==> src/rtl/srv_pkg.sv <==
// ----------------------------------------------------------------------------
// srv_pkg
// Shared types and constants for the settings record validator.
// ----------------------------------------------------------------------------
package srv_pkg;

    localparam int unsigned SepIdLenDefault = 32;

    localparam logic [7:0]  RecLen          = 8'd220;
    localparam logic [7:0]  CrcEnd          = 8'd216;
    localparam logic [7:0]  IdStart         = 8'd16;
    localparam logic [7:0]  PosPreview      = 8'd152;
    localparam logic [7:0]  PosXpad         = 8'd153;
    localparam logic [31:0] RecMagic        = 32'h5344_4f4d;
    localparam logic [31:0] CrcPoly         = 32'hedb8_8320;
    localparam logic [31:0] AllOnes         = 32'hffff_ffff;
    localparam logic [15:0] RecVersion      = 16'd1;
    localparam logic [7:0]  ThemeCountReset = 8'd8;
    localparam logic [5:0]  IdLenMax        = 6'd63;

    typedef enum logic [2:0] {
        ST_VALID    = 3'd0,
        ST_SHORT    = 3'd1,
        ST_HDR_BAD  = 3'd2,
        ST_VER_BAD  = 3'd3,
        ST_CRC_BAD  = 3'd4
    } t_status;

    typedef struct packed {
        logic [7:0] record_byte;
        logic       last_byte;
    } t_in;

    typedef struct packed {
        t_status    status;
        logic       gate_on;
        logic       smart_on;
        logic       preview_on;
        logic       stems_on;
        logic       xpad_on;
        logic       stem_manual_on;
        logic [7:0] theme_index;
        logic       sep_id_ok;
    } t_out;

    // Reflected CRC-32, one byte folded in bit by bit.
    function automatic logic [31:0] crc_byte(input logic [31:0] crc, input logic [7:0] b);
        logic [31:0] c;
        c = crc ^ {24'd0, b};
        for (int k = 0; k < 8; k++) begin
            c = (c >> 1) ^ (CrcPoly & {32{c[0]}});
        end
        return c;
    endfunction

    function automatic logic id_char_ok(input logic [7:0] b);
        return (b >= 8'h61 && b <= 8'h7a) || (b >= 8'h41 && b <= 8'h5a) ||
               (b >= 8'h30 && b <= 8'h39) || b == 8'h2d || b == 8'h2e || b == 8'h5f;
    endfunction

endpackage

==> src/rtl/srv_ident_check.sv <==
// ----------------------------------------------------------------------------
// srv_ident_check
// Tracks the identifier field of the record and reports whether it is valid.
// ----------------------------------------------------------------------------
module srv_ident_check #(
    parameter int unsigned SEP_ID_LEN = srv_pkg::SepIdLenDefault
) (
    input  logic       i_clk,
    input  logic       i_rst_n,
    input  logic       i_take,
    input  logic       i_clear,
    input  logic [7:0] i_pos,
    input  logic [7:0] i_byte,
    output logic       o_id_ok
);

    // The last byte of the field acts as a terminator and is not examined.
    localparam logic [8:0] IdEnd = 9'(int'(srv_pkg::IdStart) + SEP_ID_LEN - 1);

    logic [5:0] r_len,   n_len;
    logic       r_ended, n_ended;
    logic       r_bad,   n_bad;
    logic       r_dot0,  n_dot0;
    logic       r_dot1,  n_dot1;
    logic       in_field;
    logic       is_dot;

    assign in_field = ({1'b0, i_pos} >= {1'b0, srv_pkg::IdStart}) && ({1'b0, i_pos} < IdEnd);
    assign is_dot   = (i_byte == 8'h2e);

    always_comb begin
        n_len   = r_len;
        n_ended = r_ended;
        n_bad   = r_bad;
        n_dot0  = r_dot0;
        n_dot1  = r_dot1;
        if (i_clear) begin
            n_len   = '0;
            n_ended = 1'b0;
            n_bad   = 1'b0;
            n_dot0  = 1'b0;
            n_dot1  = 1'b0;
        end else if (i_take && in_field && !r_ended) begin
            if (i_byte == 8'd0) begin
                n_ended = 1'b1;
            end else begin
                if (!srv_pkg::id_char_ok(i_byte)) begin
                    n_bad = 1'b1;
                end
                if (i_pos == srv_pkg::IdStart && is_dot) begin
                    n_dot0 = 1'b1;
                end
                if (i_pos == srv_pkg::IdStart + 8'd1 && is_dot) begin
                    n_dot1 = 1'b1;
                end
                if (r_len < srv_pkg::IdLenMax) begin
                    n_len = r_len + 6'd1;
                end
            end
        end
    end

    always_ff @(posedge i_clk) begin
        if (!i_rst_n) begin
            r_len   <= '0;
            r_ended <= 1'b0;
            r_bad   <= 1'b0;
            r_dot0  <= 1'b0;
            r_dot1  <= 1'b0;
        end else begin
            r_len   <= n_len;
            r_ended <= n_ended;
            r_bad   <= n_bad;
            r_dot0  <= n_dot0;
            r_dot1  <= n_dot1;
        end
    end

    // A lone "." or ".." is rejected.
    assign o_id_ok = !r_bad && (r_len != 6'd0) &&
                     !(r_dot0 && (r_len == 6'd1 || (r_len == 6'd2 && r_dot1)));

endmodule

==> src/rtl/settings_record_validator.sv <==
// ----------------------------------------------------------------------------
// settings_record_validator
// Parses a 220-byte settings record one byte per beat, checks its header and
// CRC-32, and gives one verdict beat for each beat flagged as last.
// ----------------------------------------------------------------------------
// Throughput: one input beat per clock (set by the byte-wide CRC update) unless stalled.
// The verdict enters the result register on the clock edge that accepts the last beat.
// A pending verdict stalls only an incoming last beat; other beats keep flowing.
// Reset (synchronous, active low) clears the record state, sets theme_count
// to 8 and empties the result register.
module settings_record_validator #(
    parameter int unsigned SEP_ID_LEN = srv_pkg::SepIdLenDefault
) (
    input  logic          i_clk,
    input  logic          i_rst_n,
    input  logic          i_in_valid,
    output logic          o_in_ready,
    input  srv_pkg::t_in  i_in_data,
    output logic          o_out_valid,
    input  logic          i_out_ready,
    output srv_pkg::t_out o_out_data,
    input  logic          i_cfg_valid,
    output logic          o_cfg_ready,
    input  logic [7:0]    i_cfg_data
);

    logic [7:0]  r_theme_count;
    logic [7:0]  r_pos,     n_pos;
    logic [31:0] r_crc,     n_crc;
    logic [31:0] r_magic,   n_magic;
    logic [15:0] r_version, n_version;
    logic [15:0] r_size,    n_size;
    logic [5:0]  r_flags,   n_flags;
    logic [31:0] r_theme,   n_theme;
    logic [31:0] r_stored,  n_stored;

    logic          r_out_valid, n_out_valid;
    srv_pkg::t_out r_out,       n_out;

    logic       in_fire;
    logic       take;
    logic       clear;
    logic       id_ok;
    logic [7:0] b;
    logic       ok;
    srv_pkg::t_status status;

    assign b          = i_in_data.record_byte;
    assign o_in_ready = !(r_out_valid && !i_out_ready && i_in_data.last_byte);
    assign in_fire    = i_in_valid && o_in_ready;
    assign take       = in_fire && (r_pos < srv_pkg::RecLen);
    assign clear      = in_fire && i_in_data.last_byte;
    assign o_cfg_ready = 1'b1;

    srv_ident_check #(
        .SEP_ID_LEN (SEP_ID_LEN)
    ) u_ident (
        .i_clk   (i_clk),
        .i_rst_n (i_rst_n),
        .i_take  (take),
        .i_clear (clear),
        .i_pos   (r_pos),
        .i_byte  (b),
        .o_id_ok (id_ok)
    );

    // Field capture for the current byte.
    always_comb begin
        n_pos     = r_pos;
        n_crc     = r_crc;
        n_magic   = r_magic;
        n_version = r_version;
        n_size    = r_size;
        n_flags   = r_flags;
        n_theme   = r_theme;
        n_stored  = r_stored;
        if (take) begin
            n_pos = r_pos + 8'd1;
            if (r_pos < srv_pkg::CrcEnd) begin
                n_crc = srv_pkg::crc_byte(r_crc, b);
            end
            if (r_pos < 8'd4) begin
                n_magic[{r_pos[1:0], 3'b000} +: 8] = b;
            end else if (r_pos < 8'd6) begin
                n_version[{r_pos[0], 3'b000} +: 8] = b;
            end else if (r_pos < 8'd8) begin
                n_size[{r_pos[0], 3'b000} +: 8] = b;
            end else if (r_pos < 8'd12) begin
                if (b != 8'd0) begin
                    n_flags[r_pos[1:0]] = 1'b1;
                end
            end else if (r_pos < 8'd16) begin
                n_theme[{r_pos[1:0], 3'b000} +: 8] = b;
            end else if (r_pos >= srv_pkg::CrcEnd) begin
                n_stored[{r_pos[1:0], 3'b000} +: 8] = b;
            end
            if (r_pos == srv_pkg::PosPreview && b != 8'd0) begin
                n_flags[4] = 1'b1;
            end
            if (r_pos == srv_pkg::PosXpad && b != 8'd0) begin
                n_flags[5] = 1'b1;
            end
        end
    end

    // Verdict. A full record means the CRC bytes were all folded in before
    // this beat, so the running CRC register is already final.
    always_comb begin
        if (n_pos < srv_pkg::RecLen) begin
            status = srv_pkg::ST_SHORT;
        end else if (r_magic != srv_pkg::RecMagic || r_size != {8'd0, srv_pkg::RecLen}) begin
            status = srv_pkg::ST_HDR_BAD;
        end else if (r_version != srv_pkg::RecVersion) begin
            status = srv_pkg::ST_VER_BAD;
        end else if ((r_crc ^ srv_pkg::AllOnes) != n_stored) begin
            status = srv_pkg::ST_CRC_BAD;
        end else begin
            status = srv_pkg::ST_VALID;
        end
        ok = (status == srv_pkg::ST_VALID);

        n_out.status         = status;
        n_out.gate_on        = ok && r_flags[0];
        n_out.stems_on       = ok && r_flags[1];
        n_out.stem_manual_on = ok && r_flags[2];
        n_out.smart_on       = ok && r_flags[3];
        n_out.preview_on     = ok && !r_flags[4];
        n_out.xpad_on        = ok && r_flags[5];
        n_out.theme_index    = (ok && r_theme < {24'd0, r_theme_count}) ? r_theme[7:0] : 8'd0;
        n_out.sep_id_ok      = ok && id_ok;

        n_out_valid = r_out_valid;
        if (clear) begin
            n_out_valid = 1'b1;
        end else if (i_out_ready) begin
            n_out_valid = 1'b0;
        end
    end

    always_ff @(posedge i_clk) begin
        if (!i_rst_n) begin
            r_theme_count <= srv_pkg::ThemeCountReset;
            r_pos         <= '0;
            r_crc         <= srv_pkg::AllOnes;
            r_magic       <= '0;
            r_version     <= '0;
            r_size        <= '0;
            r_flags       <= '0;
            r_theme       <= '0;
            r_stored      <= '0;
            r_out_valid   <= 1'b0;
        end else begin
            if (i_cfg_valid) begin
                r_theme_count <= i_cfg_data;
            end
            r_out_valid <= n_out_valid;
            if (clear) begin
                r_pos     <= '0;
                r_crc     <= srv_pkg::AllOnes;
                r_magic   <= '0;
                r_version <= '0;
                r_size    <= '0;
                r_flags   <= '0;
                r_theme   <= '0;
                r_stored  <= '0;
            end else begin
                r_pos     <= n_pos;
                r_crc     <= n_crc;
                r_magic   <= n_magic;
                r_version <= n_version;
                r_size    <= n_size;
                r_flags   <= n_flags;
                r_theme   <= n_theme;
                r_stored  <= n_stored;
            end
        end
    end

    always_ff @(posedge i_clk) begin
        if (clear) begin
            r_out <= n_out;
        end
    end

    assign o_out_valid = r_out_valid;
    assign o_out_data  = r_out;

endmodule

==> config.mk <==
export PLATFORM = sky130hd
export DESIGN_NAME = settings_record_validator
export DESIGN_NICKNAME = d
export VERILOG_FILES = /design/src/rtl/srv_pkg.sv /design/src/rtl/srv_ident_check.sv /design/src/rtl/settings_record_validator.sv
export SDC_FILE = /design/constraint.sdc
export NUM_CORES = 1
export LEC_CHECK = 0
export BUFFER_PORTS_ARGS = -buffer_cell sky130_fd_sc_hd__buf_2
export CAP_MARGIN = 40
export CORE_MARGIN = 2
export CORE_UTILIZATION = 60
export CTS_BUF_LIST = sky130_fd_sc_hd__clkbuf_16
export CTS_CLUSTER_DIAMETER = 50
export DETAILED_ROUTE_END_ITERATION = 8
export GPL_TIMING_DRIVEN = 1
export PLACE_DENSITY = 0.89
export SLEW_MARGIN = 20
export SYNTH_ARGS = -nofsm -noshare
export SYNTH_HDL_FRONTEND = slang
export SYNTH_SLANG_ARGS = --single-unit
==> constraint.sdc <==
create_clock -name i_clk -period 3.79 [get_ports i_clk]
set_input_delay 0.379 -clock i_clk [delete_from_list [all_inputs] [get_ports i_clk]]
set_output_delay 0.379 -clock i_clk [all_outputs]
set_load 0.02 [all_outputs]
# Word level (Yosys, flattened, before mapping)

Cells that the tools add are included.

Multiply operators: 0
Magnitude comparators: 21
Equal/unequal tests: 19
Add/sub/neg operators: 4
Div/mod/pow operators: 0
Bitwise gates (word level): 18
Reduce and logical (&&, ||, !) cells: 64
Muxes and demuxes: 28
Shift-type cells: 4

Operators by type and width:

| operator                                                                     | count |
|---|---|
| 31-bit by 32-bit bitwise XOR with 32-bit output                              | 8 |
| 32-bit two-way mux                                                           | 7 |
| 32-bit bitwise mux                                                           | 3 |
| 16-bit bitwise mux                                                           | 2 |
| 32-bit by 8-bit less-than comparator with 1-bit output                       | 1 |
| 32-bit by 31-bit != test with 1-bit output, second input constant            | 1 |
| 32-bit != test                                                               | 1 |
| 32-bit inverter                                                              | 1 |
| 8-bit by 7-bit variable shift with 32-bit output, first input constant       | 1 |
| 8-bit by 7-bit indexed part select with 32-bit output                        | 1 |
| 32-bit by 8-bit bitwise XOR with 32-bit output                               | 1 |
| 6-bit two-way mux                                                            | 5 |
| 1-bit logical AND                                                            | 28 |
| 8-bit less-than comparator, second input constant                            | 3 |
| 6-bit AND reduction                                                          | 4 |
| 8-bit by 5-bit == test with 1-bit output, second input constant              | 2 |
| 8-bit by 6-bit == test with 1-bit output, second input constant              | 2 |
| 8-bit == test, second input constant                                         | 2 |
| 8-bit by 7-bit >= comparator with 1-bit output, second input constant        | 2 |
| 8-bit by 7-bit <= comparator with 1-bit output, second input constant        | 2 |
| 8-bit by 3-bit less-than comparator with 1-bit output, second input constant | 2 |
| 8-bit by 4-bit less-than comparator with 1-bit output, second input constant | 2 |
| 16-bit by 1-bit != test with 1-bit output, second input constant             | 1 |
| 16-bit by 8-bit != test with 1-bit output, second input constant             | 1 |
| 36 further kinds                                                             | 75 |

ROM bits: 0
Latch bits: 0
Register bits after elaboration: 211
Memories: 0
Output and inout port bits: 21
Input bits: 22
Memory bits (writable): 0
Logic and storage cells: 184

# Depth between registers and ports, before layout

Gate-level depths: netlist of the first run.

Depth in word-level cells: 17
Depth in mapped cells: 13
Gate-level depth less buffers: 10

# Hierarchy

Synthesis of the first run repeated with hierarchy kept, for this count alone.

Cell total of the unflattened synthesis: 1,164
Area total of the unflattened synthesis: 10,362.4 um2

By module, submodules not included:

| module                    | area each (um2) | times used | cells each | seq. area each (um2) |
|---|---|---|---|---|
| settings_record_validator | 9,626.7         | 1          | 1,080      | 4,204.0 |
| srv_ident_check           | 735.7           | 1          | 84         | 200.2 |

# Least setup slack after synthesis of the first run

Ideal clock, no wire load.

Kind: register to register
From: reg r_pos[0]
To: reg r_out (netlist bit o_out_data[4]) (data pin)
Arrival: 3.070 ns
Period minus slack after synthesis: 3.208 ns
Buffers on the path: 4
Data required time: 3.652 ns
Library setup time: 0.138 ns
Setup slack: 0.582 ns
Cell stages (with the launch flop): 13
Path through: dfxtp_1 buf_4 inv_1 ha_1 buf_2 nor3b_2 clkbuf_1 a32o_1 o221ai_1 nor3_1 nand4_4 buf_6 nor2_4

Longest elaborated chain between the ends: 17
Elaborated cells on any way between the ends: 29
Classes of those cells: add/sub (2); order compare (8); eq/ne (1); shift (2); mux (13); reduce/logical (3)

Ends and longest elaborated chain:

| what                                                                                                                      | RTL line                         | RTL |
|---|---|---|
| start: declaration                                                                                                        | settings_record_validator.sv:28  | `logic [7:0] r_pos, n_pos;` |
| start signal: assignment                                                                                                  | settings_record_validator.sv:167 | `r_pos <= n_pos;` |
| 5-bit negation with 7-bit output                                                                                          | settings_record_validator.sv:95  | `n_stored[{r_pos[1:0], 3'b000} +: 8] = b;` |
| 8-bit by 7-bit indexed part select with 32-bit output or 8-bit by 7-bit variable shift with 32-bit output (tied branches) | settings_record_validator.sv:95  |  |
| 32-bit bitwise mux                                                                                                        | settings_record_validator.sv:95  |  |
| 32-bit two-way mux                                                                                                        | settings_record_validator.sv:94  | `end else if (r_pos >= srv_pkg::CrcEnd) begin` |
| 32-bit two-way mux                                                                                                        | settings_record_validator.sv:92  | `end else if (r_pos < 8'd16) begin` |
| 32-bit two-way mux                                                                                                        | settings_record_validator.sv:88  | `end else if (r_pos < 8'd12) begin` |
| 32-bit two-way mux                                                                                                        | settings_record_validator.sv:86  | `end else if (r_pos < 8'd8) begin` |
| 32-bit two-way mux                                                                                                        | settings_record_validator.sv:84  | `end else if (r_pos < 8'd6) begin` |
| 32-bit two-way mux                                                                                                        | settings_record_validator.sv:82  | `if (r_pos < 8'd4) begin` |
| 32-bit two-way mux                                                                                                        | settings_record_validator.sv:77  | `if (take) begin` |
| 32-bit != test                                                                                                            | settings_record_validator.sv:115 | `end else if ((r_crc ^ srv_pkg::AllOnes) != n_stored) begin` |
| 3-bit two-way mux                                                                                                         | settings_record_validator.sv:115 |  |
| 3-bit two-way mux                                                                                                         | settings_record_validator.sv:113 | `end else if (r_version != srv_pkg::RecVersion) begin` |
| 3-bit two-way mux                                                                                                         | settings_record_validator.sv:111 | `end else if (r_magic != srv_pkg::RecMagic \|\| r_size != {8'd0, srv_pkg::RecLen}) begin` |
| 3-bit two-way mux *                                                                                                       | settings_record_validator.sv:109 | `if (n_pos < srv_pkg::RecLen) begin` |
| 3-bit zero test *                                                                                                         | settings_record_validator.sv:120 | `ok = (status == srv_pkg::ST_VALID);` |
| 1-bit logical AND *                                                                                                       | settings_record_validator.sv:129 | `n_out.theme_index = (ok && r_theme < {24'd0, r_theme_count}) ? r_theme[7:0] : 8'd0;` |
| end signal: assignment                                                                                                    | settings_record_validator.sv:181 | `r_out <= n_out;` |
| end: declaration                                                                                                          | settings_record_validator.sv:38  | `srv_pkg::t_out r_out, n_out;` |

Every way passes the cells marked *; elsewhere a longest branch is shown, timed or not.
A chain may end at the register's enable or synchronous reset.

==> results of run 1 <==
[power groups by stage]
stage | sequential [mW] | clock (mW) | combinational [mW]
after global routing | 2.44 | 2.34 | 1.15
final | 2.44 | 2.23 | 1.08
after global placement | 2.47 | 0 | 1.01
after CTS | 2.43 | 2.25 | 1.07
after floorplan | 2.45 | 0 | 0.812
after detailed placement | 2.48 | 0 | 1.05
[worst register-to-register path: stages (launching register included)]
cell and delay, ns:
dfxtp_1 0.31, inv_1 0.24, ha_1 0.46, nor3b_2 0.67, and2_1 0.32, a22o_1 0.21
o221ai_1 0.13, nor3_1 0.45, nand4_4 0.41, nor3_1 0.33
[metrics by stage]
stage,instance area (µm²),utilization (%)
5_1_grt,11200,68.1
2_1_floorplan,10100,-
3_5_place_dp,10500,63.4
4_1_cts,11200,68.0
3_3_place_gp,10400,63.2
6_report,11200,68.1
[routing by layer]
metal	share of wire, %	up-vias
met1	40	4000
met4	4.4	0
met2	46	466
met3	9.3	98
li1	-	3949
met5	0	-
[flip-flops by register name (all words and copies together), names as in the netlist, 6 cells and up]
signal and cells:
u_ident.r_len 6, r_size 16, r_stored 32, r_crc 32
r_flags 6, o_out_data 18, r_magic 32, r_version 16
r_theme 32, r_pos 8, r_theme_count 8
[layout by cell type (no fill, tap or decap), drive strengths merged, types with 35 or more instances in the layout]
| cell type | count |
|---|---|
| nor2 | 199 |
| dfxtp | 193 |
| nand2 | 85 |
| a21oi | 78 |
| xnor2 | 68 |
| buf | 65 |
| mux2i | 56 |
| nand3 | 52 |
| xor2 | 41 |
| o211ai | 35 |
[worst min-delay path by stage]
stage | startpoint | end | slack (ns) | depth (start not counted)
6_report | i_cfg_data[3] | r_theme_count[3] | 0.1 | 3
5_1_grt | i_cfg_data[3] | r_theme_count[3] | 0.10 | 3
3_3_place_gp | r_magic[22] | r_magic[22] | 0.44 | 2
2_1_floorplan | u_ident.r_ended | u_ident.r_ended | 0.43 | 2
4_1_cts | i_cfg_data[3] | r_theme_count[3] | 0.09 | 3
3_5_place_dp | r_magic[19] | r_magic[19] | 0.45 | 2
[final cells by class]
cell class	instances	area (µm²)
antenna	1	2.50
clock buffer	25	626
clock inverter	17	139
fill	1179	5280
inverter	23	86.3
multi-input combinational	817	5290
sequential	211	4400
tap	220	275
timing repair buffer	65	430
[kinds of logic (layout without fill, tap and decap cells)]
kind of cell / after synthesis / after routing / share of synthesized area, %
XOR/XNOR: 109 / 109 / 9.95
flip-flops: 211 / 211 / 43.7
AND/OR/NAND/NOR: 460 / 460 / 23.0
multiplexers: 58 / 58 / 5.85
AO/OA/AOI/OAI: 170 / 170 / 11.1
other: 1 / 2 / 0.0372
buffers and inverters: 96 / 130 / 4.07
adder cells (fa/ha/maj): 19 / 19 / 2.36
==> metrics, run 1 <==
P_leak between 4 and 5 nW; GRT met2 Usage between 40% and 50%; pwr dens just over 500 nW/µm²; Starting Density approximately three fifths; Synth Instances around 1100; register area share after synthesis between 40% and 50%; Row Count 47; Tcrit/Tclk final 97.5%; Sw Share approximately 29%; ys async rst share 0%; Req. time, crit path roughly 4 ns; CTS H-tree lvls 1; r2r setup slk roughly 0.096 ns; Critical Path Max Stage Delay 0.67 ns; Final setup viols 0; num ports between 40 and 50; worst-skew pair later-pin latency approximately 0.5 ns; initial DRC count around 1100; Levels on crit path 9; r2r startpoint r_pos[1]; worst path bufs/invs 1; status finished, final reports clean; crit path from r_pos[1]; Mapped Area between 10000 and 15000 µm²; Post-synth top cells dfxtp_1 (193), nor2_1 (189), nand2_1 (85), a21oi_1 (78), xnor2_1 (63); switching power 1.64 mW; FF-to-FF End o_out_data[0]; Syn-to-layout area delta 11.5%; Synth top area share 38.3%; TritonCTS Sinks about 210; M3 GR Usage between 5 and 6%; detailed placement HPWL between 15 and 20 mm; Final Power approximately 5.7 mW; routed len/inst roughly 19 µm; Syn. warnings 0; post-cts sizing count 0; Die Wd 134 µm; Post-synth EDFFs 18; vias per std cell 6.17; initial antenna violation count 1; TritonCTS Buffers 24; internal power 4.11 mW; Slew Limit Fails 0; IO Port Bufs 41; setup_tns 0 ns; Congestion Overflow GR 0; Synth Net Count approximately 1200; final worst slack 0.0964 ns; Mean Syn Cell Area approximately 9 µm²; met1 GRT Util 38.5%; final wirelength about 26 mm; vias in the first global route ~8100; Final ANT Viol Nets 0; final hold violation count 0; Comb power frac about a fifth; core area 16500 µm²; Hold Crit Class in2reg; Worst IR Drop VDD 0.476 mV; critical path arrival between 4 and 5 ns; Critical-path top delay cell nor3b_2; first-pass GRT wire length around 42 mm; DR pass1 iterations 6; critical path class reg2reg; Setup crit end o_out_data[0]; Die Y ~130 µm; worst-path cell chain inv_1 -> ha_1 -> nor3b_2 -> and2_1 -> a22o_1 -> o221ai_1 -> nor3_1 -> nand4_4 -> nor3_1; WHS between 0.09 and 0.1 ns; clk_skew 0.0134 ns; CP Launch Type register; CP delay by family, top simple AND/OR/NAND/NOR gates; crit-path max FO 15; cell mode on critical path nor3_1; Yosys top cell by area dfxtp_1; GPL Wtd Cong 0.965; Clock Path Buffers 3; Peak Freq around 270 MHz; number of buffers added for setup after CTS 0; synthesized flop and latch total 211; layout cells sized above 1 a little under an eighth; Slew HR approximately 47%; top-count cell post-synth dfxtp_1; FF-to-FF path depth 9; largest net degree at the start of global routing 47; Total Die Area approximately 18000 µm²; RSZ-0062 raised after global routing false; drt drc 0; top_reg_cell synth dfxtp_1; Placement Setup Slack approximately 0.27 ns; Nets about 1200; main area contributors after synthesis dfxtp_1 (38%), nor2_1 (7.0%), mux2i_1 (5.6%); min Tclk post-route approximately 3.7 ns; dpl cells between 1000 and 1500; Setup crit end kind register; Worst-Margin Slew 0.782 ns; GR peak layer met2; CTS root buf clkbuf_16; clk slew on worst S/H paths roughly 0.060 ns; Unique masters post-synth 70; Final Instance Count excl. Fillers 1379; Post-CTS Hold Buffers 0; CTS tree done; GRT Total Usage 29.0%; max cap viols 0; clock share of power roughly two fifths; via count ~8500; Seq pwr share between 40% and 50%
No activity file was read; power rests on OpenSTA's default activity.
==> inputs of run 2 (changes only) <==
Settings changed: CELL_PAD_IN_SITES_DETAIL_PLACEMENT from default to 0, CELL_PAD_IN_SITES_GLOBAL_PLACEMENT from default to 1, CORE_UTILIZATION 60 to 48, PLACE_DENSITY 0.89 to 0.91.
==> metrics, run 2 (synthesis gave the netlist of run 1 again) <==
status finished, final reports clean; layout cells sized above 1 around 12%; core area about 21000 µm²; Hold Path Depth 3; CP delay by family, top simple AND/OR/NAND/NOR gates; Starting Density 48.4%; Final ANT Viol Nets 0; FILL cells between 1500 and 2000; worst-path cell chain inv_1 -> ha_1 -> nand2b_1 -> nor2_1 -> xnor2_1 -> o31ai_1 -> nand2_1 -> nor3_1 -> nand4_4 -> nor3_1; setup_tns 0 ns; worst-skew pair later-pin latency ~0.53 ns; Slew Limit Fails 0; min Tclk post-route approximately 3.6 ns; Final Power around 6 mW; vias in the first global route 7657; sequential standard cell area roughly 4400 µm²; cell mode on critical path nor3_1; Die Wd about 150 µm; routed wl met2 between 10 and 15 mm; Final setup viols 0; Post-CTS Hold Buffers 0; post-cts sizing count 0; clk slew on worst S/H paths approximately 0.06 ns; Nets about 1200; critical path class reg2reg; FF-to-FF path depth 10; Top Metal Used met4; Levels on crit path 10; RSZ-0062 raised after global routing false; CP Launch Type register; ANT cells 0; TritonCTS Buffers 26; Met3 Wirelength approximately 1.6 mm; Clock Path Buffers 3; CTS root buf clkbuf_16; Critical-path top delay cell ha_1; CTS tree done; Worst-Margin Slew between 0.8 and 0.9 ns; Syn-to-layout area delta 13.3%; TritonCTS Sinks 211; P_leak about 4.1 nW; vias per std cell between 5 and 6; IO Port Bufs 41; CTS H-tree lvls 1; Congestion Overflow GR 0; Total Die Area between 20000 and 25000 µm²; Hold Crit Class in2reg; pwr dens roughly 530 nW/µm²; Setup crit end kind register; via count approximately 8100; DR pass1 iterations 5; num ports 43; routed len/inst ~18 µm; crit-path max FO 15; Multi-input gate area about 5300 µm²; number of buffers added for setup after CTS 0; initial DRC count 720; largest net degree at the start of global routing 57; most common cell after layout, fill and taps aside dfxtp_1; worst path bufs/invs 1; most frequent cells in the layout dfxtp_1 (193), nor2_1 (188), nand2_1 (85); Slew HR 45.9%; drt drc 0; final wirelength between 20 and 30 mm; met1 wire length roughly 12 mm; Peak Freq 280 MHz; GRT Total Usage around a quarter; Critical Path Max Stage Delay between 0.4 and 0.5 ns; Post-Route Utilization 54.9%; first-pass GRT wire length approximately 40 mm; Die Y approximately 150 µm; critical path arrival about 4 ns; GPL Wtd Cong ~0.92; initial antenna violation count 0; final hold violation count 0; clk_skew between 0.01 and 0.015 ns; Row Count 53; Tcrit/Tclk final ~94%; Req. time, crit path 4.15 ns; Worst IR Drop VDD 0.378 mV; detailed placement HPWL ~18 mm; max cap viols 0
[run 2: changes by cell type in the layout (fill, tap and decap cells not counted), moves of 2 or more]
cell,previous run,this run
buf_4,21,25
clkinv_4,2,0
clkbuf_16,25,28
inv_6,1,3
[run 2: through the flow]
stage	instance area, µm²	std cells	hold WS (ns)	setup WS [ns]
4_1_cts	11400	1441	0.0759	0.225
3_3_place_gp	10500	1392	0.440	0.432
2_1_floorplan	10100	1124	0.429	0.582
6_report	11400	1441	0.0853	0.223
3_5_place_dp	10500	1393	0.444	0.299
5_1_grt	11400	1441	0.0952	0.0232
[run 2: where the power goes]
group / internal, mW / total (mW) / switching, mW
Combinational: 0.456 / 1.06 / 0.605
Sequential: 2.33 / 2.44 / 0.113
Clock: 1.55 / 2.52 / 0.974
[run 2: final timing paths]
check / start / end / slack, ns
max: r_pos[1] / o_out_data[0] / 0.22
min: i_cfg_data[3] / r_theme_count[3] / 0.09
max reg2reg: r_pos[1] / o_out_data[0] / 0.22
min reg2reg: r_magic[22] / r_magic[22] / 0.45
[run 2: layout make-up]
| class | instances | area share [%] |
|---|---|---|
| multi-input combinational | 817 | 46.3 |
| timing repair buffer | 67 | 3.61 |
| tap | 275 | 3.01 |
| clock buffer | 28 | 6.13 |
| inverter | 23 | 0.755 |
| sequential | 211 | 38.5 |
| clock inverter | 20 | 1.67 |
[run 2: per-layer routing]
metal,track usage (%),vias up
met4,6.86,0
met2,38.1,261
met3,3.64,48
met5,0,-
li1,-,3947
met1,31.8,3845
[run 2: worst reg2reg max path, delay by kind of cell (launching register included)]
family | cells | cell delay (ns)
XOR/XNOR | 1 | 0.12
AO/OA/AOI/OAI | 1 | 0.26
adder cells (fa/ha/maj) | 1 | 0.47
buffers and inverters | 1 | 0.23
flip-flops | 1 | 0.31
AND/OR/NAND/NOR | 6 | 2.00
